--- src/assert_macros.svh ---
// Assertion shorthands shared by the spectrum-to-XYZ RTL.
// Every macro expects signals named clk and rst_n in the enclosing module.
`ifndef ASSERT_MACROS_SVH
`define ASSERT_MACROS_SVH

// Same-cycle implication, disabled while reset is asserted.
`define STX_ASSERT_IMPL(lbl, ante, cons, msg) \
  lbl: assert property (@(posedge clk) disable iff (!rst_n) (ante) |-> (cons)) \
    else $error(msg);

// Next-cycle implication, disabled while reset is asserted.
`define STX_ASSERT_NEXT(lbl, ante, cons, msg) \
  lbl: assert property (@(posedge clk) disable iff (!rst_n) (ante) |=> (cons)) \
    else $error(msg);

`endif

--- src/stxyz_pkg.sv ---
// Shared types, widths and colour-matching tables for the spectrum-to-XYZ block.
// No dependencies; imported by every module of the block.
`timescale 1ns / 1ps

package stxyz_pkg;

  // Fixed field and state widths
  localparam int SAMPLE_W  = 16;
  localparam int COUNT_W   = 7;
  localparam int IDX_W     = 7;
  localparam int SCALE_W   = 24;
  localparam int OUT_W     = 32;
  localparam int SUM_W     = 38;
  localparam int COEF_W    = 15;
  localparam int PROD_W    = SAMPLE_W + COEF_W;
  localparam int CFG_IDX_W = 2;
  localparam int CFG_DAT_W = SCALE_W;

  // Output scaling: sum (Q24.14) times scale (Q8.16), drop 30 fraction bits
  localparam int SUM_LO_W   = 32;
  localparam int SUM_HI_W   = SUM_W - SUM_LO_W;
  localparam int LO_PROD_W  = SUM_LO_W + SCALE_W;
  localparam int HI_PROD_W  = SUM_HI_W + SCALE_W;
  localparam int TOT_W      = SUM_W + SCALE_W + 1;
  localparam int FRAC_SHIFT = 30;

  // Defaults for top-level parameters
  localparam int DEF_TABLE_SAMPLES = 81;
  localparam int DEF_SAMPLE_BITS   = 16;
  localparam int DEF_QUEUE_DEPTH   = 4;
  localparam int ROM_DEPTH         = 81;

  // Configuration register indexes
  localparam logic [CFG_IDX_W-1:0] REG_SAMPLE_COUNT = CFG_IDX_W'(0);
  localparam logic [CFG_IDX_W-1:0] REG_SCALE_FACTOR = CFG_IDX_W'(1);

  localparam logic [COUNT_W-1:0] SAMPLE_COUNT_RST = COUNT_W'(81);
  localparam logic [SCALE_W-1:0] SCALE_FACTOR_RST = SCALE_W'(65536);

  typedef struct packed {
    logic              last;
    logic [PROD_W-1:0] px;
    logic [PROD_W-1:0] py;
    logic [PROD_W-1:0] pz;
  } q_entry_t;

  typedef struct packed {
    logic empty;
    logic full;
  } q_stat_t;

  // CIE 1931 2-degree colour-matching functions, 380..780 nm, 5 nm, Q1.14
  localparam logic [COEF_W-1:0] CMF_X [0:ROM_DEPTH-1] = '{
    15'd23, 15'd36, 15'd69, 15'd126, 15'd234, 15'd380, 15'd713, 15'd1271,
    15'd2202, 15'd3519, 15'd4651, 15'd5382, 15'd5707, 15'd5703, 15'd5508,
    15'd5222, 15'd4764, 15'd4114, 15'd3201, 15'd2328, 15'd1566, 15'd950,
    15'd524, 15'd241, 15'd80, 15'd39, 15'd152, 15'd477, 15'd1037, 15'd1796,
    15'd2712, 15'd3698, 15'd4758, 15'd5893, 15'd7101, 15'd8390, 15'd9740,
    15'd11115, 15'd12486, 15'd13804, 15'd15013, 15'd16033, 15'd16815,
    15'd17313, 15'd17403, 15'd17131, 15'd16427, 15'd15375, 15'd13998,
    15'd12311, 15'd10525, 15'd8878, 15'd7338, 15'd5911, 15'd4645, 15'd3583,
    15'd2702, 15'd1986, 15'd1432, 15'd1042, 15'd767, 15'd539, 15'd372,
    15'd259, 15'd187, 15'd133, 15'd95, 15'd67, 15'd48, 15'd33, 15'd23,
    15'd16, 15'd11, 15'd8, 15'd5, 15'd3, 15'd3, 15'd2, 15'd2, 15'd2, 15'd0
  };

  localparam logic [COEF_W-1:0] CMF_Y [0:ROM_DEPTH-1] = '{
    15'd0, 15'd2, 15'd2, 15'd3, 15'd7, 15'd10, 15'd20, 15'd36, 15'd66,
    15'd120, 15'd190, 15'd275, 15'd377, 15'd488, 15'd623, 15'd786, 15'd983,
    15'd1211, 15'd1491, 15'd1845, 15'd2277, 15'd2774, 15'd3408, 15'd4237,
    15'd5292, 15'd6673, 15'd8241, 15'd9965, 15'd11633, 15'd12996, 15'd14123,
    15'd14990, 15'd15630, 15'd16061, 15'd16302, 15'd16384, 15'd16302,
    15'd16033, 15'd15598, 15'd14998, 15'd14254, 15'd13374, 15'd12403,
    15'd11385, 15'd10338, 15'd9286, 15'd8241, 15'd7229, 15'd6242, 15'd5259,
    15'd4342, 15'd3555, 15'd2867, 15'd2264, 15'd1753, 15'd1337, 15'd999,
    15'd731, 15'd524, 15'd380, 15'd279, 15'd195, 15'd134, 15'd93, 15'd67,
    15'd48, 15'd34, 15'd25, 15'd16, 15'd11, 15'd8, 15'd7, 15'd3, 15'd3,
    15'd2, 15'd2, 15'd2, 15'd0, 15'd0, 15'd0, 15'd0
  };

  // Z response is zero from 630 nm upward
  localparam logic [COEF_W-1:0] CMF_Z [0:ROM_DEPTH-1] = '{
    15'd106, 15'd172, 15'd329, 15'd593, 15'd1112, 15'd1806, 15'd3398,
    15'd6083, 15'd10578, 15'd17025, 15'd22702, 15'd26591, 15'd28624,
    15'd29206, 15'd29034, 15'd28575, 15'd27348, 15'd25036, 15'd21096,
    15'd17070, 15'd13320, 15'd10096, 15'd7622, 15'd5788, 15'd4456, 15'd3478,
    15'd2592, 15'd1830, 15'd1281, 15'd939, 15'd691, 15'd488, 15'd333,
    15'd220, 15'd143, 15'd93, 15'd64, 15'd44, 15'd34, 15'd29, 15'd28,
    15'd23, 15'd18, 15'd16, 15'd13, 15'd10, 15'd5, 15'd3, 15'd3, 15'd2,
    15'd0, 15'd0, 15'd0, 15'd0, 15'd0, 15'd0, 15'd0, 15'd0, 15'd0, 15'd0,
    15'd0, 15'd0, 15'd0, 15'd0, 15'd0, 15'd0, 15'd0, 15'd0, 15'd0, 15'd0,
    15'd0, 15'd0, 15'd0, 15'd0, 15'd0, 15'd0, 15'd0, 15'd0, 15'd0, 15'd0,
    15'd0
  };

endpackage

--- src/stxyz_queue.sv ---
// Small flop-based FIFO between the front and back halves of the integrator.
// Depends on stxyz_pkg (status struct) and assert_macros.svh.
`timescale 1ns / 1ps

module stxyz_queue #(
  parameter int W     = 8,
  parameter int DEPTH = 4
) (
  input  logic               clk,
  input  logic               rst_n,
  input  logic               push,
  input  logic [W-1:0]       wdata,
  input  logic               pop,
  output logic [W-1:0]       rdata,
  output stxyz_pkg::q_stat_t stat
);
  import stxyz_pkg::*;
  `include "assert_macros.svh"

  localparam int PTR_W = (DEPTH > 1) ? $clog2(DEPTH) : 1;
  localparam int CNT_W = $clog2(DEPTH + 1);
  localparam logic [PTR_W-1:0] PTR_LAST = PTR_W'(DEPTH - 1);
  localparam logic [CNT_W-1:0] CNT_FULL = CNT_W'(DEPTH);

  logic [W-1:0]     mem_r [DEPTH];
  logic [PTR_W-1:0] wr_ptr_r, wr_ptr_nxt;
  logic [PTR_W-1:0] rd_ptr_r, rd_ptr_nxt;
  logic [CNT_W-1:0] cnt_r, cnt_nxt;

  always_comb begin
    wr_ptr_nxt = wr_ptr_r;
    rd_ptr_nxt = rd_ptr_r;
    cnt_nxt    = cnt_r;
    if (push) begin
      wr_ptr_nxt = (wr_ptr_r == PTR_LAST) ? '0 : wr_ptr_r + PTR_W'(1);
    end
    if (pop) begin
      rd_ptr_nxt = (rd_ptr_r == PTR_LAST) ? '0 : rd_ptr_r + PTR_W'(1);
    end
    if (push && !pop) begin
      cnt_nxt = cnt_r + CNT_W'(1);
    end else if (pop && !push) begin
      cnt_nxt = cnt_r - CNT_W'(1);
    end
  end

  assign rdata      = mem_r[rd_ptr_r];
  assign stat.empty = (cnt_r == '0);
  assign stat.full  = (cnt_r == CNT_FULL);

  always_ff @(posedge clk) begin
    if (!rst_n) begin
      wr_ptr_r <= '0;
      rd_ptr_r <= '0;
      cnt_r    <= '0;
    end else begin
      wr_ptr_r <= wr_ptr_nxt;
      rd_ptr_r <= rd_ptr_nxt;
      cnt_r    <= cnt_nxt;
    end
  end

  always_ff @(posedge clk) begin
    if (push) begin
      mem_r[wr_ptr_r] <= wdata;
    end
  end

  `STX_ASSERT_IMPL(a_q_no_overflow, push, !stat.full || pop, "queue push while full")
  `STX_ASSERT_IMPL(a_q_no_underflow, pop, !stat.empty, "queue pop while empty")

endmodule

--- config.mk ---
export PLATFORM = sky130hd
export DESIGN_NAME = stxyz_queue
export DESIGN_NICKNAME = d
export VERILOG_FILES = /design/src/stxyz_pkg.sv /design/src/stxyz_queue.sv
export VERILOG_INCLUDE_DIRS = /design/src /design/src/src
export SDC_FILE = /design/constraint.sdc
export NUM_CORES = 1
export LEC_CHECK = 0
export ABC_CLOCK_PERIOD_IN_PS = 1410
export BUFFER_PORTS_ARGS = -buffer_cell sky130_fd_sc_hd__buf_4
export CAP_MARGIN = 20
export CORE_MARGIN = 5
export CORE_UTILIZATION = 45
export CTS_BUF_LIST = sky130_fd_sc_hd__clkbuf_8 sky130_fd_sc_hd__clkbuf_16
export DETAILED_ROUTE_END_ITERATION = 8
export GPL_TIMING_DRIVEN = 0
export PLACE_DENSITY = 0.78
export SYNTH_ARGS = -nofsm -noshare
export SYNTH_HDL_FRONTEND = slang
export SYNTH_SLANG_ARGS = --single-unit
--- constraint.sdc ---
create_clock -name clk -period 1.41 [get_ports clk]
set_clock_uncertainty 0.05 [all_clocks]
set_input_delay 0.0705 -clock clk [delete_from_list [all_inputs] [get_ports clk]]
set_output_delay 0.0705 -clock clk [all_outputs]
set_load 0.02 [all_outputs]
=== Word-level counts from Yosys, hierarchy flattened ===
Memories as Yosys holds them, arrays and structs flattened. A register that Yosys moved wholly into a read port is not among the register bits.
Cells that the tools add are included.

* Memories: 1
* Input bits: 12
* RAM bits: 32
* Register bits after elaboration: 7

* Equal/unequal tests: 3
* Multiplexer cells: 8
* Add/sub/neg operators: 4
* Reduce and logical (&&, ||, !) cells: 6

{| class="wikitable"
|+ Memory list
! memory !! depth !! width !! rd ports !! clocked after Yosys merged registers in !! wr ports !! RTL line !! text
|-
| mem_r || 4 || 8 || 1 || 1 || 1 || stxyz_queue.sv:25 || <nowiki>logic [W-1:0] mem_r [DEPTH];</nowiki>
|}

{| class="wikitable"
|+ Operators with widths
! kind !! count
|-
| 2-to-1 mux 2 bit || 4
|-
| 2-to-1 mux 3 bit || 2
|-
| adder 2 x 1 -> 2 bit, second input constant || 2
|-
| equality test 2 bit, second input constant || 2
|-
| adder 3 x 1 -> 3 bit, second input constant || 1
|-
| equality test 3 bit, second input constant || 1
|-
| logical NOT 3 bit || 1
|-
| subtractor 3 x 1 -> 3 bit, second input constant || 1
|-
| logical AND 1 bit || 2
|-
| logical NOT 1 bit || 2
|-
| 2-to-1 mux 1 bit || 2
|-
| nonzero test 2 bit || 1
|}

=== Depth between registers and ports, before layout ===
* Word-level depth: 4
* Mapped depth: 7
* Depth with buffers taken out: 7

=== Worst setup path after synthesis ===
No wires, ideal clock.

* Path kind: register to register
* Start: register cnt_r[0]
* End: register cnt_r[2]
* Clock period less this slack: 1.443 ns
* Path buffers: 0
* Slack: -0.033 ns
* Arrival time: 1.323 ns
* Stages on the path, launching flop included: 5
* Data required time: 1.290 ns
* Cell sequence: dfxtp_1 -> fa_1 -> xor2_1 -> or3_1 -> a21boi_1

* Longest elaborated chain between the ends: 3
* Elaborated cells between the ends (all ways): 4
* Classes of those cells: 2 x add/sub; 2 x mux

{| class="wikitable"
|+ RTL lines
! item !! RTL line !! text
|-
| start, declared || stxyz_queue.sv:28 || <nowiki>logic [CNT_W-1:0] cnt_r, cnt_nxt;</nowiki>
|-
| start signal, assigned || stxyz_queue.sv:59 || <nowiki>cnt_r <= cnt_nxt;</nowiki>
|-
| subtractor 3 x 1 -> 3 bit || stxyz_queue.sv:43 || <nowiki>cnt_nxt = cnt_r - CNT_W'(1);</nowiki>
|-
| 2-to-1 mux 3 bit || stxyz_queue.sv:42 || <nowiki>end else if (pop && !push) begin</nowiki>
|-
| 2-to-1 mux 3 bit * || stxyz_queue.sv:40 || <nowiki>if (push && !pop) begin</nowiki>
|}

Every way passes the cells marked *; elsewhere a longest branch is shown, timed or not. The select of a mux whose other input is x is not followed.
A chain may end at the register's enable or synchronous reset.

==> impl_metrics.tcl <==
set metrics [dict create \
    hold_path_depth 3 \
    drtIter0Drc 65 \
    rr_worst_depth 4 \
    violations "setup timing" \
    grt_max_degree 13 \
    clockBufferDepth 2 \
    track_usage_pct 11.6 \
    max-slew-margin-rel_pct 80.4 \
    vias 854 \
    avgSynthCellArea_sq_um 18.8 \
    die_w_um 69.9 \
    drive_gt1_share_pct 38.4 \
    yosysSeqAreaShare_pct 70.6 \
    synth_edf_count 32 \
    start_util_pct 47.3 \
    syn_nets 105 \
    hp-class "primary input to flip-flop" \
    crit_arrival_ns 1.44 \
    finalSetupViolCount 9 \
    drc 0 \
    numClockSinks 41 \
    worstMarginPinSlew_ns 0.290 \
    port_buffers 21 \
    synth_cell_types 20 \
    gp_congestion 0.618 \
    fin_util_pct 61.0 \
    fp-row-count 21 \
    fp.dieH_um 69.9 \
    grt_setup_unrepaired "yes" \
    fin_ws_ns -0.146 \
    io_pins 22 \
    ys_async_sr_fraction_pct 0 \
    critPathMaxFanout 8 \
    peakVddDrop_v 0.000789 \
    place_hpwl_mm 1.74 \
    syn_inst 86 \
    final_nets 143 \
    yosys_warnings 0 \
    crit_required_ns 1.29 \
    cts_root_buf "clkbuf_8" \
    status "finished, violations left" \
    grt_pass1_wl_mm 4.32 \
    hold_viol_final 0 \
    ys_ff_latch 41 \
    synth_area_sq_mm 0.00162 \
    worstHoldEndpoint "wr_ptr_r[1]$_SDFFE_PN0P_" \
    grt.overflow.total 0 \
    start_kind "flip-flop" \
    htree_num_levels 2 \
    hp-start "push" \
    max_freq_mhz 642 \
    leakage_nw 0.774 \
    rrSetupSlack_ns -0.08 \
    core_sq_mm 0.00342 \
    wl_per_cell_um 15.4 \
    cts_made_buffers 5 \
    slew_violations 0 \
    r2r-end "cnt_r[2]$_SDFFE_PN0P_" \
    hold_ws_ns 0.0772 \
    r2r_start "cnt_r[1]$_SDFFE_PN0P_" \
    antennaDiodeCount 0 \
    grt_pass1_vias 910 \
    die_area_sq_mm 0.00489 \
    end_kind "output port" \
    area_delta_synth_final_pct 28.9 \
    num-fill-cells 258 \
    viasPerCell 4.99 \
    antenna_found_initial 0 \
    cap_violations 0 \
    clkTransAtPathRegs_ns 0.07 \
    layout_min_cycle_time_ns 1.56 \
    wl_mm 2.63 \
    p_per_area_mw_per_mm2 1240 \
    crit_type "flip-flop to output port" \
    dr.pass1.iters 4 \
    cts_tree "built" \
    fin_crit_sh_pct 110 \
    synth_top_flop_cell "edfxtp_1" \
    clk_latency_ns 0.29 \
    finalPower_mw 2.59 \
    postRouteAntennaNets 0 \
]
[sequential cells by signal (all words and copies together) (netlist names), named ones only]
name / count
cnt_r: 3
mem_r: 32
rd_ptr_r: 2
wr_ptr_r: 2
[timing repair]
item / in CTS / in global routing
endpoints found under the setup margin: 9 / 41
gates resized for setup: 13 / 8
pin swaps: 2 / 1
cloned: 0 / 0
buffers inserted: 1 / 0
hold buffers: 9 / 0
hold endpoints to repair: 37 / 0
[cell type report]
type,count,area [sq um],share of cell area (%)
Sequential cell,41,1150,55.2
Multi-Input combinational cell,39,459,22.1
Tap cell,46,57.6,2.76
Buffer,2,25.0,1.20
Inverter,4,15.0,0.721
Clock inverter,2,7.51,0.361
Timing Repair Buffer,31,285,13.7
Clock buffer,6,82.6,3.97
[power breakdown]
group / switching [mW] / leakage, nW / internal (mW)
clock: 0.353 / 0.0538 / 0.384
sequential: 0.0357 / 0.370 / 1.38
combinational: 0.205 / 0.350 / 0.233
[stage by stage]
step	setup WS, ns	std cells	cell area (sq um)	setup TNS, ns
finish	-0.146	171	2080	-1.16
global placement	-0.114	153	1830	-0.114
detailed placement	-0.161	153	1830	-0.161
global route	-0.191	171	2080	-1.59
CTS	-0.167	171	2060	-1.28
floorplan	0.0126	86	1620	0
[worst max-delay path, stage by stage, from the launching register on]
cell and delay, ns:
dfxtp_2 0.35, buf_12 0.14, mux4_2 0.51, buf_6 0.15
[kinds of logic after synthesis]
family	share of synthesized area, %
compound gates	1.24
xor+xnor	1.08
fa+ha+maj	5.89
buf+inv	1.94
flops	70.6
mux	13.6
simple gates	5.58
[worst max-delay path by stage]
stage / start / to / slack, ns
CTS: flip-flop / rdata[5] / -0.17
finish: flip-flop / rdata[5] / -0.15
global route: flip-flop / rdata[5] / -0.19
detailed placement: pop / cnt_r[2]$_SDFFE_PN0P_ / -0.16
global placement: pop / cnt_r[2]$_SDFFE_PN0P_ / -0.11
floorplan: cnt_r[0]$_SDFFE_PN0P_ / cnt_r[2]$_SDFFE_PN0P_ / 0.01
[metal layers]
layer / routed length [um] / share of wire [%] / track usage [%] / vias to the layer above
li1: - / - / - / 400
met1: 1080 / 41 / 14.1 / 420
met2: 1360 / 52 / 18.8 / 29
met3: 143 / 5.4 / 3.87 / 5
met4: 55 / 2.1 / 5.11 / 0
met5: 0 / 0 / 0 / -
[synth_stat cells, drive strengths merged, types with 2 or more instances]
master | count | area [sq um]
mux2i | 4 | 40.0
mux4 | 8 | 180
nor2b | 5 | 31.3
inv | 4 | 15.0
dfxtp | 9 | 180
and2 | 5 | 31.3
nor3 | 2 | 10.0
edfxtp | 32 | 961
ha | 6 | 75.1
[cells in the final DEF, fill, tap and decap left out, drive strengths merged]
master	instances
inv	6
xor2	1
nor2	1
and2	5
nor3b	1
nor2b	5
clkbuf	7
mux2i	4
fa	1
o21a	1
o21ai	1
dlygate4sd3	9
xnor2	1
ha	6
a21boi	1
edfxtp	32
or3	1
dfxtp	9
nor3	2
buf	23
mux4	8
Note: power is estimated with default switching activity, not from simulation.
