File: config.mk
export PLATFORM = sky130hd
export DESIGN_NAME = stxyz_front
export DESIGN_NICKNAME = d
export VERILOG_FILES = /design/src/stxyz_pkg.sv /design/src/stxyz_front.sv
export VERILOG_INCLUDE_DIRS = /design/src /design/src/src
export SDC_FILE = /design/constraint.sdc
export NUM_CORES = 2
export LEC_CHECK = 0
export ABC_AREA = 1
export BUFFER_PORTS_ARGS = -buffer_cell sky130_fd_sc_hd__buf_2
export CORE_MARGIN = 2
export CORE_UTILIZATION = 60
export DETAILED_ROUTE_END_ITERATION = 16
export GPL_ROUTABILITY_DRIVEN = 0
export HOLD_SLACK_MARGIN = 0.02
export PLACE_DENSITY = 0.91
export SYNTH_ARGS = -nofsm -noshare
export SYNTH_HDL_FRONTEND = slang
export SYNTH_SLANG_ARGS = --single-unit
File: constraint.sdc
create_clock -name clk -period 6.35 [get_ports clk]
set_clock_uncertainty 0.05 [all_clocks]
set_input_delay 0.3175 -clock clk [delete_from_list [all_inputs] [get_ports clk]]
set_output_delay 0.3175 -clock clk [all_outputs]
set_load 0.02 [all_outputs]
File: src/assert_macros.svh
// Assertion shorthands shared by the spectrum-to-XYZ RTL.
// Every macro expects signals named clk and rst_n in the enclosing module.
`ifndef ASSERT_MACROS_SVH
`define ASSERT_MACROS_SVH

// Same-cycle implication, disabled while reset is asserted.
`define STX_ASSERT_IMPL(lbl, ante, cons, msg) \
  lbl: assert property (@(posedge clk) disable iff (!rst_n) (ante) |-> (cons)) \
    else $error(msg);

// Next-cycle implication, disabled while reset is asserted.
`define STX_ASSERT_NEXT(lbl, ante, cons, msg) \
  lbl: assert property (@(posedge clk) disable iff (!rst_n) (ante) |=> (cons)) \
    else $error(msg);

`endif

File: src/stxyz_pkg.sv
// Shared types, widths and colour-matching tables for the spectrum-to-XYZ block.
// No dependencies; imported by every module of the block.
`timescale 1ns / 1ps

package stxyz_pkg;

  // Fixed field and state widths
  localparam int SAMPLE_W  = 16;
  localparam int COUNT_W   = 7;
  localparam int IDX_W     = 7;
  localparam int SCALE_W   = 24;
  localparam int OUT_W     = 32;
  localparam int SUM_W     = 38;
  localparam int COEF_W    = 15;
  localparam int PROD_W    = SAMPLE_W + COEF_W;
  localparam int CFG_IDX_W = 2;
  localparam int CFG_DAT_W = SCALE_W;

  // Output scaling: sum (Q24.14) times scale (Q8.16), drop 30 fraction bits
  localparam int SUM_LO_W   = 32;
  localparam int SUM_HI_W   = SUM_W - SUM_LO_W;
  localparam int LO_PROD_W  = SUM_LO_W + SCALE_W;
  localparam int HI_PROD_W  = SUM_HI_W + SCALE_W;
  localparam int TOT_W      = SUM_W + SCALE_W + 1;
  localparam int FRAC_SHIFT = 30;

  // Defaults for top-level parameters
  localparam int DEF_TABLE_SAMPLES = 81;
  localparam int DEF_SAMPLE_BITS   = 16;
  localparam int DEF_QUEUE_DEPTH   = 4;
  localparam int ROM_DEPTH         = 81;

  // Configuration register indexes
  localparam logic [CFG_IDX_W-1:0] REG_SAMPLE_COUNT = CFG_IDX_W'(0);
  localparam logic [CFG_IDX_W-1:0] REG_SCALE_FACTOR = CFG_IDX_W'(1);

  localparam logic [COUNT_W-1:0] SAMPLE_COUNT_RST = COUNT_W'(81);
  localparam logic [SCALE_W-1:0] SCALE_FACTOR_RST = SCALE_W'(65536);

  typedef struct packed {
    logic              last;
    logic [PROD_W-1:0] px;
    logic [PROD_W-1:0] py;
    logic [PROD_W-1:0] pz;
  } q_entry_t;

  typedef struct packed {
    logic empty;
    logic full;
  } q_stat_t;

  // CIE 1931 2-degree colour-matching functions, 380..780 nm, 5 nm, Q1.14
  localparam logic [COEF_W-1:0] CMF_X [0:ROM_DEPTH-1] = '{
    15'd23, 15'd36, 15'd69, 15'd126, 15'd234, 15'd380, 15'd713, 15'd1271,
    15'd2202, 15'd3519, 15'd4651, 15'd5382, 15'd5707, 15'd5703, 15'd5508,
    15'd5222, 15'd4764, 15'd4114, 15'd3201, 15'd2328, 15'd1566, 15'd950,
    15'd524, 15'd241, 15'd80, 15'd39, 15'd152, 15'd477, 15'd1037, 15'd1796,
    15'd2712, 15'd3698, 15'd4758, 15'd5893, 15'd7101, 15'd8390, 15'd9740,
    15'd11115, 15'd12486, 15'd13804, 15'd15013, 15'd16033, 15'd16815,
    15'd17313, 15'd17403, 15'd17131, 15'd16427, 15'd15375, 15'd13998,
    15'd12311, 15'd10525, 15'd8878, 15'd7338, 15'd5911, 15'd4645, 15'd3583,
    15'd2702, 15'd1986, 15'd1432, 15'd1042, 15'd767, 15'd539, 15'd372,
    15'd259, 15'd187, 15'd133, 15'd95, 15'd67, 15'd48, 15'd33, 15'd23,
    15'd16, 15'd11, 15'd8, 15'd5, 15'd3, 15'd3, 15'd2, 15'd2, 15'd2, 15'd0
  };

  localparam logic [COEF_W-1:0] CMF_Y [0:ROM_DEPTH-1] = '{
    15'd0, 15'd2, 15'd2, 15'd3, 15'd7, 15'd10, 15'd20, 15'd36, 15'd66,
    15'd120, 15'd190, 15'd275, 15'd377, 15'd488, 15'd623, 15'd786, 15'd983,
    15'd1211, 15'd1491, 15'd1845, 15'd2277, 15'd2774, 15'd3408, 15'd4237,
    15'd5292, 15'd6673, 15'd8241, 15'd9965, 15'd11633, 15'd12996, 15'd14123,
    15'd14990, 15'd15630, 15'd16061, 15'd16302, 15'd16384, 15'd16302,
    15'd16033, 15'd15598, 15'd14998, 15'd14254, 15'd13374, 15'd12403,
    15'd11385, 15'd10338, 15'd9286, 15'd8241, 15'd7229, 15'd6242, 15'd5259,
    15'd4342, 15'd3555, 15'd2867, 15'd2264, 15'd1753, 15'd1337, 15'd999,
    15'd731, 15'd524, 15'd380, 15'd279, 15'd195, 15'd134, 15'd93, 15'd67,
    15'd48, 15'd34, 15'd25, 15'd16, 15'd11, 15'd8, 15'd7, 15'd3, 15'd3,
    15'd2, 15'd2, 15'd2, 15'd0, 15'd0, 15'd0, 15'd0
  };

  // Z response is zero from 630 nm upward
  localparam logic [COEF_W-1:0] CMF_Z [0:ROM_DEPTH-1] = '{
    15'd106, 15'd172, 15'd329, 15'd593, 15'd1112, 15'd1806, 15'd3398,
    15'd6083, 15'd10578, 15'd17025, 15'd22702, 15'd26591, 15'd28624,
    15'd29206, 15'd29034, 15'd28575, 15'd27348, 15'd25036, 15'd21096,
    15'd17070, 15'd13320, 15'd10096, 15'd7622, 15'd5788, 15'd4456, 15'd3478,
    15'd2592, 15'd1830, 15'd1281, 15'd939, 15'd691, 15'd488, 15'd333,
    15'd220, 15'd143, 15'd93, 15'd64, 15'd44, 15'd34, 15'd29, 15'd28,
    15'd23, 15'd18, 15'd16, 15'd13, 15'd10, 15'd5, 15'd3, 15'd3, 15'd2,
    15'd0, 15'd0, 15'd0, 15'd0, 15'd0, 15'd0, 15'd0, 15'd0, 15'd0, 15'd0,
    15'd0, 15'd0, 15'd0, 15'd0, 15'd0, 15'd0, 15'd0, 15'd0, 15'd0, 15'd0,
    15'd0, 15'd0, 15'd0, 15'd0, 15'd0, 15'd0, 15'd0, 15'd0, 15'd0, 15'd0,
    15'd0
  };

endpackage

File: src/stxyz_front.sv
// Front half: takes samples, tracks the wavelength index, looks up the
// colour-matching coefficients and forms the three products.
// Depends on stxyz_pkg and assert_macros.svh.
`timescale 1ns / 1ps

module stxyz_front #(
  parameter int TABLE_SAMPLES = stxyz_pkg::DEF_TABLE_SAMPLES,
  parameter int SAMPLE_BITS   = stxyz_pkg::DEF_SAMPLE_BITS
) (
  input  logic                             clk,
  input  logic                             rst_n,
  input  logic                             in_valid,
  output logic                             in_stall,
  input  logic [stxyz_pkg::SAMPLE_W-1:0]   in_sample,
  input  logic [stxyz_pkg::COUNT_W-1:0]    sample_count,
  input  stxyz_pkg::q_stat_t               q_stat,
  output logic                             q_push,
  output stxyz_pkg::q_entry_t              q_wdata
);
  import stxyz_pkg::*;
  `include "assert_macros.svh"

  localparam int USE_BITS = (SAMPLE_BITS < SAMPLE_W) ? SAMPLE_BITS : SAMPLE_W;
  localparam logic [SAMPLE_W-1:0] SAMPLE_MASK = SAMPLE_W'((64'd1 << USE_BITS) - 64'd1);
  localparam logic [IDX_W-1:0] TABLE_LIMIT = IDX_W'(TABLE_SAMPLES);

  logic [IDX_W-1:0]  idx_r, idx_nxt;
  logic              f_valid_r, f_valid_nxt;
  q_entry_t          f_entry_r, f_entry_nxt;
  logic              accept;
  logic              in_table;
  logic              last;
  logic [IDX_W:0]    idx_inc;
  logic [IDX_W:0]    count_eff;
  logic [COEF_W-1:0] cx, cy, cz;
  logic [PROD_W-1:0] smp;

  assign in_stall = f_valid_r && q_stat.full;
  assign accept   = in_valid && !in_stall;
  assign q_push   = f_valid_r && !q_stat.full;
  assign q_wdata  = f_entry_r;

  always_comb begin
    idx_inc   = {1'b0, idx_r} + (IDX_W + 1)'(1);
    // a count of zero behaves as one
    count_eff = (sample_count == '0) ? (IDX_W + 1)'(1) : {1'b0, sample_count};
    last      = (idx_inc >= count_eff);
    in_table  = (idx_r < TABLE_LIMIT);
    cx        = in_table ? CMF_X[idx_r] : '0;
    cy        = in_table ? CMF_Y[idx_r] : '0;
    cz        = in_table ? CMF_Z[idx_r] : '0;
    smp       = PROD_W'(in_sample & SAMPLE_MASK);

    idx_nxt     = idx_r;
    f_valid_nxt = f_valid_r;
    f_entry_nxt = f_entry_r;
    if (q_push) begin
      f_valid_nxt = 1'b0;
    end
    if (accept) begin
      f_valid_nxt      = 1'b1;
      f_entry_nxt.last = last;
      f_entry_nxt.px   = smp * PROD_W'(cx);
      f_entry_nxt.py   = smp * PROD_W'(cy);
      f_entry_nxt.pz   = smp * PROD_W'(cz);
      idx_nxt          = last ? '0 : idx_inc[IDX_W-1:0];
    end
  end

  always_ff @(posedge clk) begin
    if (!rst_n) begin
      idx_r     <= '0;
      f_valid_r <= 1'b0;
    end else begin
      idx_r     <= idx_nxt;
      f_valid_r <= f_valid_nxt;
    end
  end

  always_ff @(posedge clk) begin
    f_entry_r <= f_entry_nxt;
  end

  `STX_ASSERT_NEXT(a_front_hold, f_valid_r && q_stat.full,
                   f_valid_r && $stable(f_entry_r), "front stage lost a held entry")

endmodule

==> results of run 1 <==
-- synthesized netlist by cell type, types with 6 or more instances --
cell      instances
nand2_2          28
nor2_1          499
dfxtp_1           8
o22ai_1           7
xnor2_1          16
xor2_1           39
nand4_1         101
edfxtp_1         94
o21ai_0         111
nor3_1           27
buf_2            41
o211ai_1         12
nand3b_1          6
nand3_1         203
clkbuf_1         70
ha_1            309
clkinv_1          9
fa_1            540
buf_6             7
o21a_1            6
inv_1           777
a31oi_1           6
o21ai_1          24
inv_2            33
nand2_1         754
nor2_2           16
buf_4            16
a21oi_1         150
-- timing repair --
action | CTS
cloned | 0
hold buffers | 0
endpoints found under the setup margin | 64
pin swaps | 65
resized for setup | 249
setup buffers | 27
-- metal layers --
| metal | overflow | GRT usage |
|---|---|---|
| met1 | 90 | 0.779 |
| met2 | 301 | 0.927 |
| met3 | 65 | 0.754 |
| met4 | 156 | 0.814 |
| met5 | 10 | 0.619 |
-- through the flow --
step | setup slack [ns] | hold slack [ns] | TNS (ns) | instance area, um^2
4_1_cts | -0.181 | 0.121 | -4.83 | 37400
3_5_place_dp | -0.542 | 0.418 | -24.22 | 35900
3_3_place_gp | -0.343 | 0.416 | -10.57 | 35900
2_1_floorplan | 0.000723 | 0.398 | 0 | 31000
-- cells by family after synthesis --
group,Yosys count,synth area share
AND/OR/NAND/NOR,1652,0.225
buffers and inverters,955,0.121
XOR/XNOR,55,0.0156
AO/OA/AOI/OAI,354,0.0666
flip-flops,102,0.0965
adder cells (fa/ha/maj),849,0.475
==> impl_metrics.json, run 1 <==
{
  "outcome": "stopped before the end",
  "haltStage": "global routing",
  "error": "[ERROR GRT-0232] Routing congestion too high. Check the congestion heatmap in the GUI.",
  "syn_avg_cell_area_um2": 7.79,
  "ys_warn_count": 0,
  "h-tree-depth": 3,
  "synth_top_area_share": 0.350,
  "ys_ff_latch": 102,
  "grt_max_degree": 70,
  "synth_nets": 4844,
  "synth-edff-count": 94,
  "grt_overflow": 622,
  "cts_made_buffers": 9,
  "synth_largest_area_cell": "fa_1",
  "yosysSeqAreaShare": 0.0965,
  "synth.distinct_cells": 53,
  "ys.flop_type": "edfxtp_1",
  "track_usage": 0.816,
  "fp-row-count": 83,
  "start_util": 0.605,
  "ys_async_sr_fraction": 0,
  "die_w_um": 231,
  "port_buffers": 122,
  "netlist_instances": 3967,
  "clockRootBuffer": "clkbuf_16",
  "clock_path_buffers": 2,
  "dpl.hpwl_um": 91900,
  "die_y_um": 231,
  "synth.area.top_cells": "fa_1, ha_1, inv_1",
  "placedCellCount": 5150,
  "io_pins": 124,
  "cts_sinks": 102,
  "synth_area_mm2": 0.0309
}
==> run 2: changes to the inputs <==
--- a/config.mk
+++ b/config.mk
@@ -9,11 +9,10 @@
 export ABC_AREA = 1
 export BUFFER_PORTS_ARGS = -buffer_cell sky130_fd_sc_hd__buf_2
 export CORE_MARGIN = 2
-export CORE_UTILIZATION = 60
+export CORE_UTILIZATION = 40
 export DETAILED_ROUTE_END_ITERATION = 16
 export GPL_ROUTABILITY_DRIVEN = 0
-export HOLD_SLACK_MARGIN = 0.02
-export PLACE_DENSITY = 0.91
+export PLACE_DENSITY_LB_ADDON = 0.15
 export SYNTH_ARGS = -nofsm -noshare
 export SYNTH_HDL_FRONTEND = slang
 export SYNTH_SLANG_ARGS = --single-unit
==> constraint.sdc (replaced) <==
create_clock -name clk -period 8.3 [get_ports clk]
set_clock_uncertainty 0.05 [all_clocks]
set_input_delay 0.415 -clock clk [delete_from_list [all_inputs] [get_ports clk]]
set_output_delay 0.415 -clock clk [all_outputs]
set_load 0.02 [all_outputs]
==> run 2 against run 1 <==
The run now ends clean. Synthesized cell count stayed put. Synthesized area stayed put.
==> impl_metrics.json, run 2 <==
{
  "first_pass_iters": 9,
  "place_ws_ns": 0.838,
  "hold_viol": 0,
  "syn_avg_cell_area_um2": 7.79,
  "cap_violations": 0,
  "antenna_found_initial": 0,
  "grt_pass1_vias": 28200,
  "clockRootBuffer": "clkbuf_16",
  "clkTransAtPathRegs_ns": 0.09,
  "vias": 27500,
  "clk_latency_ns": 0.40,
  "fmax_mhz": 129,
  "clock_path_buffers": 2,
  "dieArea_mm2": 0.0795,
  "rr_startpoint": "idx_r[0]$_SDFFE_PN0P_",
  "setup_slack_ns": 0.556,
  "crit_type": "flop to flop",
  "track_usage": 0.275,
  "ys_ff_latch": 102,
  "synthMostInstantiatedCell": "inv_1",
  "area.growth.synth_to_final_pct": 7.23,
  "startpoint": "idx_r[0]$_SDFFE_PN0P_",
  "synth_nets": 4844,
  "slew_headroom": 0.324,
  "synth-edff-count": 94,
  "maxUsedRoutingLayer": "met4",
  "slew_violations": 0,
  "fin_setup_tns_ns": 0,
  "cts_made_buffers": 9,
  "ctsHoldBuffers": 0,
  "final_common_cell": "inv_1",
  "worstPathArrival_ns": 7.87,
  "drtAntennaViolNets": 0,
  "cts_tree": "done",
  "synth_area_mm2": 0.0309,
  "ys_async_sr_fraction": 0,
  "io_pins": 124,
  "worst_pin_slew_ns": 1.01,
  "grt_max_degree": 59,
  "ir_worst_vdd_uv": 176,
  "setup.worst_path.start_class": "flop",
  "reg2reg_to": "q_wdata[56]$_DFFE_PP_",
  "nets": 4933,
  "min_period_over_period": 0.933,
  "met3_wirelength_um": 9780,
  "synth_largest_area_cell": "fa_1",
  "met1_length_um": 44900,
  "cp.required_ns": 8.42,
  "dpl.hpwl_um": 83600,
  "layout_common_cells": "inv_1, nand2_1, fa_1",
  "critical_path.endpoint_type": "flop",
  "reg2reg_setup_slack_ns": 0.56,
  "cp_slowest_cell": "fa_1",
  "avgViaCountPerCell": 5.40,
  "yosysSeqAreaShare": 0.0965,
  "cp-endpoint": "q_wdata[56]$_DFFE_PP_",
  "rr_worst_depth": 31,
  "outcome": "finished, final reports clean",
  "grt_pass1_wl_um": 166000,
  "netlist_instances": 3967,
  "wl_per_cell_um": 20.5,
  "synth.distinct_cells": 53,
  "rsz0062_at_grt": "false",
  "cts_sinks": 102,
  "drive_gt1_frac": 0.0832,
  "start_util": 0.406,
  "synth.area.top_cells": "fa_1, ha_1, inv_1",
  "setup_viol": 0,
  "hold_path.class": "primary input to flop",
  "cp_max_fo": 13,
  "ys_warn_count": 0,
  "synth_top_area_share": 0.350,
  "powerDensity_mw_per_mm2": 179,
  "drt-total-wl_um": 105000,
  "min_period_ns": 7.74,
  "die_y_um": 282,
  "crit_top_cell": "nand2_1",
  "die_w_um": 282,
  "fp-row-count": 101,
  "postCtsSetupBuffers": 0,
  "leakage_nw": 17.5,
  "cts_resized": 0,
  "port_buffers": 122,
  "max_stage_delay_ns": 0.55,
  "synth_top_cells_by_count": "inv_1, nand2_1, fa_1",
  "drcViolationCount": 0,
  "largest_register_ffs": 94,
  "grt_overflow": 0,
  "ys.flop_type": "edfxtp_1",
  "drt_iter0_drc": 3073,
  "wl_met2_um": 46500,
  "h-tree-depth": 3,
  "core_area_mm2": 0.0762,
  "hold_ws_ns": 0.213
}
==> run 2: cell counts after synthesis <==
Identical to the previous run, type by type.
==> run 2: power by group <==
group / internal (mW) / switching (mW)
clock: 0.210 / 0.245
sequential: 0.857 / 0.0237
combinational: 1.55 / 3.05
total: 2.62 / 3.32
==> run 2: through the flow <==
step	area (um^2)	utilization	std cells	power, mW
final	33100	0.435	5092	5.94
after global routing	33100	0.435	5091	6.60
after CTS	33100	0.435	5091	5.96
after detailed placement	32900	0.431	5075	5.47
after global placement	32900	0.431	5075	5.47
after floorplan	30900	-	3967	4.15
==> run 2: worst min path at each step <==
| stage | from | to | depth (start not counted) | slack, ns |
|---|---|---|---|---|
| after floorplan | f_valid_r$_SDFFE_PN0P_ | f_valid_r$_SDFFE_PN0P_ | 2 | 0.40 |
| after global placement | f_valid_r$_SDFFE_PN0P_ | f_valid_r$_SDFFE_PN0P_ | 2 | 0.43 |
| after detailed placement | f_valid_r$_SDFFE_PN0P_ | f_valid_r$_SDFFE_PN0P_ | 2 | 0.43 |
| after CTS | rst_n | idx_r[0]$_SDFFE_PN0P_ | 3 | 0.19 |
| after global routing | rst_n | idx_r[0]$_SDFFE_PN0P_ | 3 | 0.22 |
| final | rst_n | idx_r[0]$_SDFFE_PN0P_ | 3 | 0.21 |
==> run 2: cells by family after synthesis <==
group | count (synthesis) | synth area share
AO/OA/AOI/OAI | 354 | 0.0666
XOR/XNOR | 55 | 0.0156
adder cells (fa/ha/maj) | 849 | 0.475
buffers and inverters | 955 | 0.121
flip-flops | 102 | 0.0965
AND/OR/NAND/NOR | 1652 | 0.225
==> run 2: final cells by class <==
type / instances / area (um^2)
tap: 1030 / 1290
sequential: 102 / 2980
fill: 7891 / 43100
clock inverter: 6 / 55.1
clock buffer: 10 / 229
antenna: 1 / 2.50
inverter: 819 / 3070
multi-input combinational: 2910 / 24200
timing repair buffer: 214 / 1330
==> run 2: per-layer routing <==
metal	vias to the layer above	GRT usage
met5	-	0
met1	13500	0.378
met3	279	0.0631
li1	12400	-
met4	0	0.0810
met2	1314	0.430
==> run 2: critical path, delay by kind of cell (launching register included) <==
family,cells,cell delay (ns)
and+or+nand+nor,14,2.18
AOI/OAI and AO/OA,3,0.55
DFF,1,0.35
buffers and inverters,6,0.75
adders and majority gates,8,3.62
Power figures use the tool's default switching activity.
