File: src/assert_macros.svh
// Assertion shorthands shared by the spectrum-to-XYZ RTL.
// Every macro expects signals named clk and rst_n in the enclosing module.
`ifndef ASSERT_MACROS_SVH
`define ASSERT_MACROS_SVH

// Same-cycle implication, disabled while reset is asserted.
`define STX_ASSERT_IMPL(lbl, ante, cons, msg) \
  lbl: assert property (@(posedge clk) disable iff (!rst_n) (ante) |-> (cons)) \
    else $error(msg);

// Next-cycle implication, disabled while reset is asserted.
`define STX_ASSERT_NEXT(lbl, ante, cons, msg) \
  lbl: assert property (@(posedge clk) disable iff (!rst_n) (ante) |=> (cons)) \
    else $error(msg);

`endif

File: src/stxyz_pkg.sv
// Shared types, widths and colour-matching tables for the spectrum-to-XYZ block.
// No dependencies; imported by every module of the block.
`timescale 1ns / 1ps

package stxyz_pkg;

  // Fixed field and state widths
  localparam int SAMPLE_W  = 16;
  localparam int COUNT_W   = 7;
  localparam int IDX_W     = 7;
  localparam int SCALE_W   = 24;
  localparam int OUT_W     = 32;
  localparam int SUM_W     = 38;
  localparam int COEF_W    = 15;
  localparam int PROD_W    = SAMPLE_W + COEF_W;
  localparam int CFG_IDX_W = 2;
  localparam int CFG_DAT_W = SCALE_W;

  // Output scaling: sum (Q24.14) times scale (Q8.16), drop 30 fraction bits
  localparam int SUM_LO_W   = 32;
  localparam int SUM_HI_W   = SUM_W - SUM_LO_W;
  localparam int LO_PROD_W  = SUM_LO_W + SCALE_W;
  localparam int HI_PROD_W  = SUM_HI_W + SCALE_W;
  localparam int TOT_W      = SUM_W + SCALE_W + 1;
  localparam int FRAC_SHIFT = 30;

  // Defaults for top-level parameters
  localparam int DEF_TABLE_SAMPLES = 81;
  localparam int DEF_SAMPLE_BITS   = 16;
  localparam int DEF_QUEUE_DEPTH   = 4;
  localparam int ROM_DEPTH         = 81;

  // Configuration register indexes
  localparam logic [CFG_IDX_W-1:0] REG_SAMPLE_COUNT = CFG_IDX_W'(0);
  localparam logic [CFG_IDX_W-1:0] REG_SCALE_FACTOR = CFG_IDX_W'(1);

  localparam logic [COUNT_W-1:0] SAMPLE_COUNT_RST = COUNT_W'(81);
  localparam logic [SCALE_W-1:0] SCALE_FACTOR_RST = SCALE_W'(65536);

  typedef struct packed {
    logic              last;
    logic [PROD_W-1:0] px;
    logic [PROD_W-1:0] py;
    logic [PROD_W-1:0] pz;
  } q_entry_t;

  typedef struct packed {
    logic empty;
    logic full;
  } q_stat_t;

  // CIE 1931 2-degree colour-matching functions, 380..780 nm, 5 nm, Q1.14
  localparam logic [COEF_W-1:0] CMF_X [0:ROM_DEPTH-1] = '{
    15'd23, 15'd36, 15'd69, 15'd126, 15'd234, 15'd380, 15'd713, 15'd1271,
    15'd2202, 15'd3519, 15'd4651, 15'd5382, 15'd5707, 15'd5703, 15'd5508,
    15'd5222, 15'd4764, 15'd4114, 15'd3201, 15'd2328, 15'd1566, 15'd950,
    15'd524, 15'd241, 15'd80, 15'd39, 15'd152, 15'd477, 15'd1037, 15'd1796,
    15'd2712, 15'd3698, 15'd4758, 15'd5893, 15'd7101, 15'd8390, 15'd9740,
    15'd11115, 15'd12486, 15'd13804, 15'd15013, 15'd16033, 15'd16815,
    15'd17313, 15'd17403, 15'd17131, 15'd16427, 15'd15375, 15'd13998,
    15'd12311, 15'd10525, 15'd8878, 15'd7338, 15'd5911, 15'd4645, 15'd3583,
    15'd2702, 15'd1986, 15'd1432, 15'd1042, 15'd767, 15'd539, 15'd372,
    15'd259, 15'd187, 15'd133, 15'd95, 15'd67, 15'd48, 15'd33, 15'd23,
    15'd16, 15'd11, 15'd8, 15'd5, 15'd3, 15'd3, 15'd2, 15'd2, 15'd2, 15'd0
  };

  localparam logic [COEF_W-1:0] CMF_Y [0:ROM_DEPTH-1] = '{
    15'd0, 15'd2, 15'd2, 15'd3, 15'd7, 15'd10, 15'd20, 15'd36, 15'd66,
    15'd120, 15'd190, 15'd275, 15'd377, 15'd488, 15'd623, 15'd786, 15'd983,
    15'd1211, 15'd1491, 15'd1845, 15'd2277, 15'd2774, 15'd3408, 15'd4237,
    15'd5292, 15'd6673, 15'd8241, 15'd9965, 15'd11633, 15'd12996, 15'd14123,
    15'd14990, 15'd15630, 15'd16061, 15'd16302, 15'd16384, 15'd16302,
    15'd16033, 15'd15598, 15'd14998, 15'd14254, 15'd13374, 15'd12403,
    15'd11385, 15'd10338, 15'd9286, 15'd8241, 15'd7229, 15'd6242, 15'd5259,
    15'd4342, 15'd3555, 15'd2867, 15'd2264, 15'd1753, 15'd1337, 15'd999,
    15'd731, 15'd524, 15'd380, 15'd279, 15'd195, 15'd134, 15'd93, 15'd67,
    15'd48, 15'd34, 15'd25, 15'd16, 15'd11, 15'd8, 15'd7, 15'd3, 15'd3,
    15'd2, 15'd2, 15'd2, 15'd0, 15'd0, 15'd0, 15'd0
  };

  // Z response is zero from 630 nm upward
  localparam logic [COEF_W-1:0] CMF_Z [0:ROM_DEPTH-1] = '{
    15'd106, 15'd172, 15'd329, 15'd593, 15'd1112, 15'd1806, 15'd3398,
    15'd6083, 15'd10578, 15'd17025, 15'd22702, 15'd26591, 15'd28624,
    15'd29206, 15'd29034, 15'd28575, 15'd27348, 15'd25036, 15'd21096,
    15'd17070, 15'd13320, 15'd10096, 15'd7622, 15'd5788, 15'd4456, 15'd3478,
    15'd2592, 15'd1830, 15'd1281, 15'd939, 15'd691, 15'd488, 15'd333,
    15'd220, 15'd143, 15'd93, 15'd64, 15'd44, 15'd34, 15'd29, 15'd28,
    15'd23, 15'd18, 15'd16, 15'd13, 15'd10, 15'd5, 15'd3, 15'd3, 15'd2,
    15'd0, 15'd0, 15'd0, 15'd0, 15'd0, 15'd0, 15'd0, 15'd0, 15'd0, 15'd0,
    15'd0, 15'd0, 15'd0, 15'd0, 15'd0, 15'd0, 15'd0, 15'd0, 15'd0, 15'd0,
    15'd0, 15'd0, 15'd0, 15'd0, 15'd0, 15'd0, 15'd0, 15'd0, 15'd0, 15'd0,
    15'd0
  };

endpackage

File: src/stxyz_back.sv
// Back half: accumulates products, then scales the finished sums with a
// split 38x24 multiply and drives the result register.
// Depends on stxyz_pkg and assert_macros.svh.
`timescale 1ns / 1ps

module stxyz_back (
  input  logic                           clk,
  input  logic                           rst_n,
  input  stxyz_pkg::q_stat_t             q_stat,
  input  stxyz_pkg::q_entry_t            q_rdata,
  output logic                           q_pop,
  input  logic [stxyz_pkg::SCALE_W-1:0]  scale_factor,
  output logic                           out_valid,
  input  logic                           out_stall,
  output logic [stxyz_pkg::OUT_W-1:0]    out_x_value,
  output logic [stxyz_pkg::OUT_W-1:0]    out_y_value,
  output logic [stxyz_pkg::OUT_W-1:0]    out_z_value
);
  import stxyz_pkg::*;
  `include "assert_macros.svh"

  localparam int ACC_W = SUM_W + 1;

  localparam logic [1:0] SC_IDLE = 2'd0;
  localparam logic [1:0] SC_WAIT = 2'd1;
  localparam logic [1:0] SC_MUL  = 2'd2;
  localparam logic [1:0] SC_ADD  = 2'd3;

  localparam logic [1:0] AXIS_X = 2'd0;
  localparam logic [1:0] AXIS_Y = 2'd1;
  localparam logic [1:0] AXIS_Z = 2'd2;

  localparam logic [TOT_W-1:0] ROUND_HALF = {{(TOT_W-1){1'b0}}, 1'b1} << (FRAC_SHIFT - 1);

  function automatic logic [SUM_W-1:0] sat_add(input logic [SUM_W-1:0]  a,
                                               input logic [PROD_W-1:0] b);
    logic [ACC_W-1:0] s;
    begin
      s = {1'b0, a} + ACC_W'(b);
      return s[SUM_W] ? '1 : s[SUM_W-1:0];
    end
  endfunction

  logic [SUM_W-1:0]     sum_x_r, sum_x_nxt, sum_y_r, sum_y_nxt, sum_z_r, sum_z_nxt;
  logic [SUM_W-1:0]     fin_x_r, fin_x_nxt, fin_y_r, fin_y_nxt, fin_z_r, fin_z_nxt;
  logic [SUM_W-1:0]     add_x, add_y, add_z, sum_sel;
  logic [1:0]           sc_state_r, sc_state_nxt;
  logic [1:0]           axis_r, axis_nxt;
  logic [LO_PROD_W-1:0] p_lo_r, p_lo_nxt;
  logic [HI_PROD_W-1:0] p_hi_r, p_hi_nxt;
  logic [TOT_W-1:0]     total;
  logic [OUT_W-1:0]     scaled;
  logic                 out_valid_r, out_valid_nxt;
  logic [OUT_W-1:0]     out_x_r, out_x_nxt, out_y_r, out_y_nxt, out_z_r, out_z_nxt;
  logic                 sc_busy;
  logic                 out_free;

  assign sc_busy  = (sc_state_r != SC_IDLE);
  assign out_free = !out_valid_r || !out_stall;
  // the closing entry of a spectrum waits until the scaler has let go of fin_*
  assign q_pop    = !q_stat.empty && !(q_rdata.last && sc_busy);

  always_comb begin
    add_x = sat_add(sum_x_r, q_rdata.px);
    add_y = sat_add(sum_y_r, q_rdata.py);
    add_z = sat_add(sum_z_r, q_rdata.pz);

    case (axis_r)
      AXIS_X:  sum_sel = fin_x_r;
      AXIS_Y:  sum_sel = fin_y_r;
      default: sum_sel = fin_z_r;
    endcase

    total  = TOT_W'({p_hi_r, {SUM_LO_W{1'b0}}}) + TOT_W'(p_lo_r) + ROUND_HALF;
    scaled = (|total[TOT_W-1:FRAC_SHIFT+OUT_W]) ? '1
                                                : total[FRAC_SHIFT+OUT_W-1:FRAC_SHIFT];

    sum_x_nxt     = sum_x_r;
    sum_y_nxt     = sum_y_r;
    sum_z_nxt     = sum_z_r;
    fin_x_nxt     = fin_x_r;
    fin_y_nxt     = fin_y_r;
    fin_z_nxt     = fin_z_r;
    sc_state_nxt  = sc_state_r;
    axis_nxt      = axis_r;
    p_lo_nxt      = p_lo_r;
    p_hi_nxt      = p_hi_r;
    out_valid_nxt = out_valid_r;
    out_x_nxt     = out_x_r;
    out_y_nxt     = out_y_r;
    out_z_nxt     = out_z_r;

    if (out_valid_r && !out_stall) begin
      out_valid_nxt = 1'b0;
    end

    if (q_pop) begin
      if (q_rdata.last) begin
        fin_x_nxt    = add_x;
        fin_y_nxt    = add_y;
        fin_z_nxt    = add_z;
        sum_x_nxt    = '0;
        sum_y_nxt    = '0;
        sum_z_nxt    = '0;
        axis_nxt     = AXIS_X;
        sc_state_nxt = out_free ? SC_MUL : SC_WAIT;
      end else begin
        sum_x_nxt = add_x;
        sum_y_nxt = add_y;
        sum_z_nxt = add_z;
      end
    end

    case (sc_state_r)
      SC_IDLE: begin
      end
      SC_WAIT: begin
        if (out_free) begin
          sc_state_nxt = SC_MUL;
        end
      end
      SC_MUL: begin
        p_lo_nxt     = LO_PROD_W'(sum_sel[SUM_LO_W-1:0]) * LO_PROD_W'(scale_factor);
        p_hi_nxt     = HI_PROD_W'(sum_sel[SUM_W-1:SUM_LO_W]) * HI_PROD_W'(scale_factor);
        sc_state_nxt = SC_ADD;
      end
      SC_ADD: begin
        case (axis_r)
          AXIS_X:  out_x_nxt = scaled;
          AXIS_Y:  out_y_nxt = scaled;
          default: out_z_nxt = scaled;
        endcase
        if (axis_r == AXIS_Z) begin
          out_valid_nxt = 1'b1;
          sc_state_nxt  = SC_IDLE;
        end else begin
          axis_nxt     = axis_r + 2'd1;
          sc_state_nxt = SC_MUL;
        end
      end
      default: sc_state_nxt = SC_IDLE;
    endcase
  end

  always_ff @(posedge clk) begin
    if (!rst_n) begin
      sum_x_r     <= '0;
      sum_y_r     <= '0;
      sum_z_r     <= '0;
      sc_state_r  <= SC_IDLE;
      axis_r      <= AXIS_X;
      out_valid_r <= 1'b0;
    end else begin
      sum_x_r     <= sum_x_nxt;
      sum_y_r     <= sum_y_nxt;
      sum_z_r     <= sum_z_nxt;
      sc_state_r  <= sc_state_nxt;
      axis_r      <= axis_nxt;
      out_valid_r <= out_valid_nxt;
    end
  end

  always_ff @(posedge clk) begin
    fin_x_r <= fin_x_nxt;
    fin_y_r <= fin_y_nxt;
    fin_z_r <= fin_z_nxt;
    p_lo_r  <= p_lo_nxt;
    p_hi_r  <= p_hi_nxt;
    out_x_r <= out_x_nxt;
    out_y_r <= out_y_nxt;
    out_z_r <= out_z_nxt;
  end

  assign out_valid   = out_valid_r;
  assign out_x_value = out_x_r;
  assign out_y_value = out_y_r;
  assign out_z_value = out_z_r;

  `STX_ASSERT_IMPL(a_back_rise, $rose(out_valid_r),
                   $past(sc_state_r == SC_ADD && axis_r == AXIS_Z),
                   "result raised outside the last scaling step")
  `STX_ASSERT_IMPL(a_back_no_clobber, sc_state_r == SC_MUL || sc_state_r == SC_ADD,
                   !out_valid_r, "scaler running while a result is pending")

endmodule
File: config.mk
export PLATFORM = sky130hd
export DESIGN_NAME = stxyz_back
export DESIGN_NICKNAME = d
export VERILOG_FILES = /design/src/stxyz_pkg.sv /design/src/stxyz_back.sv
export VERILOG_INCLUDE_DIRS = /design/src /design/src/src
export SDC_FILE = /design/constraint.sdc
export NUM_CORES = 2
export LEC_CHECK = 0
export BUFFER_PORTS_ARGS = -buffer_cell sky130_fd_sc_hd__buf_2
export CORE_ASPECT_RATIO = 1.4
export CORE_MARGIN = 2
export CORE_UTILIZATION = 36
export CTS_CLUSTER_DIAMETER = 80
export CTS_CLUSTER_SIZE = 28
export DETAILED_ROUTE_END_ITERATION = 7
export PLACE_DENSITY_LB_ADDON = 0.15
export SLEW_MARGIN = 40
export SYNTH_ARGS = -nofsm -noshare
export SYNTH_HDL_FRONTEND = slang
export SYNTH_SLANG_ARGS = --single-unit
File: constraint.sdc
create_clock -name clk -period 8.1 [get_ports clk]
set_clock_uncertainty 0.1 [all_clocks]
set_input_delay 1.215 -clock clk [delete_from_list [all_inputs] [get_ports clk]]
set_output_delay 1.215 -clock clk [all_outputs]
set_load 0.1 [all_outputs]
=== Yosys cells after proc, flatten, opt, wreduce, memory -nomap -nowiden ===
Cells that the tools add are included.

* Bits in registers: 415
* Input port bits: 123
* Output and inout port bits: 98
* Word-level logic and storage cells: 64

* $add $sub $neg: 6
* Multipliers: 2
* Eq/ne operators: 5
* Mux-type cells: 21
* Bitwise logic cells: 1
* Reductions and logical operators: 15

{| class="wikitable"
|+ Operators by type and width
! cell !! number
|-
| 38-bit 2-to-1 mux || 6
|-
| 38-bit by 31-bit adder with 39-bit output || 3
|-
| 38-bit case mux with 2 select lines || 1
|-
| 62-bit by 56-bit adder with 63-bit output || 1
|-
| 63-bit by 30-bit adder with 63-bit output (second input constant) || 1
|-
| 32-bit by 24-bit multiplier with 56-bit output || 1
|-
| 32-bit 2-to-1 mux || 1
|-
| 6-bit by 24-bit multiplier with 30-bit output || 1
|-
| 2-bit 2-to-1 mux || 9
|-
| 2-bit AND reduction || 4
|-
| 2-bit equality test (second input constant) || 3
|-
| 2-bit case mux with 3 select lines || 1
|-
| 2-bit by 1-bit equality test with 1-bit output (second input constant) || 2
|-
| 1-bit zero test || 4
|-
| 1-bit logical AND || 3
|-
| 1-bit 2-to-1 mux || 3
|-
| 2-bit by 1-bit adder with 2-bit output (second input constant) || 1
|-
| 2-bit zero test || 1
|-
| 2-bit nonzero test || 1
|-
| 2-bit OR reduction || 1
|-
| 1-bit logical OR || 1
|-
| 1-bit NOT || 1
|}

=== Longest topological paths before layout ===
* Depth in word-level cells: 7
* Depth in mapped cells: 31
* Gate-level depth less buffers: 27

=== Least setup slack after synthesis ===
Ideal clock, no wire load.

* Path type: input-to-reg
* From: input port scale_factor[3] (netlist bit)
* To: register p_lo_r[52], data pin
* Setup time: 266 ps
* Arrival time: 7752 ps
* Required time: 7734 ps
* Setup slack: -18 ps
* Stages: 24
* Path buffers: 3
* Cell sequence: clkbuf_1 -> clkbuf_1 -> nand2_1 -> fa_1 -> inv_1 -> fa_1 -> inv_1 -> fa_1 -> fa_1 -> inv_1 -> fa_1 -> fa_1 -> inv_1 -> fa_1 -> inv_1 -> ha_1 -> clkbuf_1 -> nand3_1 -> a2111oi_2 -> nor2_1 -> o41a_1 -> o21ai_2 -> a2111oi_0 -> or3b_1

* Cells in the longest elaborated chain, start to end: 1

{| class="wikitable"
|+ Ends and longest elaborated chain
! what !! line !! source
|-
| start, declared || stxyz_back.sv:12 || <nowiki>input logic [stxyz_pkg::SCALE_W-1:0] scale_factor,</nowiki>
|-
| 32-bit by 24-bit multiplier with 56-bit output || stxyz_back.sv:123 || <nowiki>p_lo_nxt = LO_PROD_W'(sum_sel[SUM_LO_W-1:0]) * LO_PROD_W'(scale_factor);</nowiki>
|-
| end signal, assigned || stxyz_back.sv:167 || <nowiki>p_lo_r <= p_lo_nxt;</nowiki>
|-
| end, declared || stxyz_back.sv:49 || <nowiki>logic [LO_PROD_W-1:0] p_lo_r, p_lo_nxt;</nowiki>
|}

No other way between the ends.
A chain may end at the register's enable or synchronous reset.

==> impl_metrics.toml <==
[setup_path]
cpPeakStageDelay_ps = 530
crit_path_end_kind = "register"
cp_data_arrival_time_ps = 8180
crit_fanout = 5
crit_slowest_cell = "fa_1"
crit_family = "adder cells"
crit_path_frequent_cell = "fa_1"
rrSetupSlack_ps = 200
path_buf_inv = 11
cp-start-kind = "register"
critPathRequiredTime_ps = 8380
path_class = "reg2reg"

[route]
num_vias = 35400
wl_per_cell_um = 19.1
drtIter0Drc = 1479
drc = 0
highest_layer = "met5"
detail_route.first_pass.iterations = 5
dr_wl_met3_mm = 3.56
wl_met2_mm = 73.4
postRouteAntennaNets = 0
viasPerCell = 4.92
wirelength_mm = 138
met1Wirelength_mm = 56.3

[grt]
grt.total_usage_pct = 20.4
grt_pass1_wl_mm = 217
grt_antenna_before_repair = 10
grt_pass1_vias = 38200
gr-total-overflow = 0
grt_start_max_net_pins = 67

[synthesis]
syn_area_um2 = 47900
syn_inst = 5054
avgSynthCellArea_um2 = 9.48
synth_edf_count = 267
seq_area_frac_synth_pct = 21.7
synth_top_area_share_pct = 31.3
yosysWarnings = 0
yosysMostFrequentCell = "inv_1"
synth_ff_type = "edfxtp_1"
synth_cell_type_count = 75
ys_ff_latch = 386
async_reset_ff_share_pct = 0
synthTopCellsByCount = "inv_1 (860), fa_1 (749), nand2_1 (746), and2_1 (435), ha_1 (334)"
synth_largest_area_cell = "fa_1"
synth_area_leaders = "fa_1 (31%), edfxtp_1 (17%), ha_1 (8.7%), inv_1 (6.7%), nand2_1 (5.8%)"
syn-num-nets = 6260

[floorplan]
pin_count = 221
rows = 158
start_util_pct = 36.2
dieArea_um2 = 136000
dieHeight_um = 436
die-width_um = 312
core_um2 = 132000

[timing]
tightest_slew_ps = 766
max_freq_mhz = 127
hold_viol = 0
fin_crit_sh_pct = 97.5
slew_headroom_pct = 48.7
slew_viol_final = 0
hold_slack_ps = 387
setup_viol = 0
grt_setup_unrepaired = "true"
worst_slack_ps = 201
fin_tns_setup_ps = 0
period_minus_slack_ps = 7900

[clocking]
clock-root-buffer = "clkbuf_16"
clk_pin_slew_worst_paths_ps = 100
cts_tree = "built"
cts_sinks = 386
cts.htree.levels = 1
numCtsBuffers = 25
clkLatencyLatePin_ps = 640
clk_path_buf_depth = 3
postCtsHoldBufs = 0

[place]
post-dp-hpwl_mm = 113
pre_cts_ws_ps = -568
gp_congestion = 0.867
io_buffers = 219

[layout]
drive_above_1_share_pct = 14.7
area_growth_pct = 15.9
nNetsFinal = 6625

[status]
status = "completed"

[hold_path]
min-delay-start = "sum_z_r[21]"
min_path_type = "reg2reg"

[flow_run]
maxCapViolations = 0
[worst paths after layout]
kind	to	cells after the start
setup / recovery	p_lo_r[52]	32
setup reg to reg	p_lo_r[52]	32
hold / removal	sum_z_r[21]	1
hold reg to reg	sum_z_r[21]	1
[state kept, by name (all words and copies together), names as in the netlist, named ones only]
| name | cells |
|---|---|
| out_z_value | 32 |
| out_x_value | 32 |
| p_lo_r | 27 |
| sum_x_r | 38 |
| axis_r | 1 |
| fin_y_r | 38 |
| p_hi_r | 30 |
| out_valid | 1 |
| fin_z_r | 38 |
| fin_x_r | 38 |
| sum_z_r | 38 |
| sc_state_r | 2 |
| out_y_value | 32 |
| sum_y_r | 38 |
[layout make-up]
| cell class | instances | area [um2] |
|---|---|---|
| multi-input cells | 3562 | 34000 |
| repair buffers | 583 | 4730 |
| clock buffers | 26 | 639 |
| fillers | 13100 | 76700 |
| clock inverters | 17 | 282 |
| inverters | 861 | 3230 |
| well taps | 1760 | 2200 |
| diodes | 3 | 7.51 |
| flip-flops and latches | 386 | 10400 |
[per-stage QoR]
step                std cells  util, %  instance area (um2)
floorplan                5054        -                47900
global placement         7117     40.4                53400
detailed placement       7119     40.4                53500
CTS                      7166     41.3                54600
global route             7195     42.0                55500
finish                   7198     42.0                55500
[per-layer routing]
| layer | GRT usage [%] | vias to the layer above |
|---|---|---|
| met4 | 5.96 | 10 |
| met5 | 0 | - |
| met3 | 1.39 | 166 |
| met2 | 38.7 | 536 |
| met1 | 24.4 | 17900 |
| li1 | - | 16800 |
[cells by family (layout without fill, tap and decap cells)]
family | Yosys count | after routing | share of synthesized area, %
xor+xnor | 144 | 144 | 2.63
simple gates | 1563 | 1563 | 15.7
compound gates | 715 | 715 | 9.98
fa+ha+maj | 1083 | 1083 | 40.0
buf+inv | 1106 | 1487 | 8.73
mux | 57 | 57 | 1.23
other cells | 0 | 3 | 0
flops | 386 | 386 | 21.7
[repair_timing]
| action | CTS | global route |
|---|---|---|
| endpoints found under the setup margin | 16 | 18 |
| buffers inserted | 4 | 29 |
| pin swaps | 13 | 88 |
| cloned | 1 | 3 |
| resized for setup | 24 | 118 |
[layout by cell type (no fill, tap or decap), drive strengths merged, types with 29 or more instances in the layout]
cell	count
and2	435
ha	334
a21o	70
fa	749
dfxtp	119
xnor2	91
clkbuf	29
a22o	92
mux2i	43
o21ai	172
nand3	49
xor2	53
edfxtp	267
nand2	746
nor2	128
a21oi	167
nor3	42
buf	579
o21a	32
inv	871
Power is left out: the tool's default activity adds up to more than one toggle a clock period on the data nets, which glitch-free logic cannot reach.
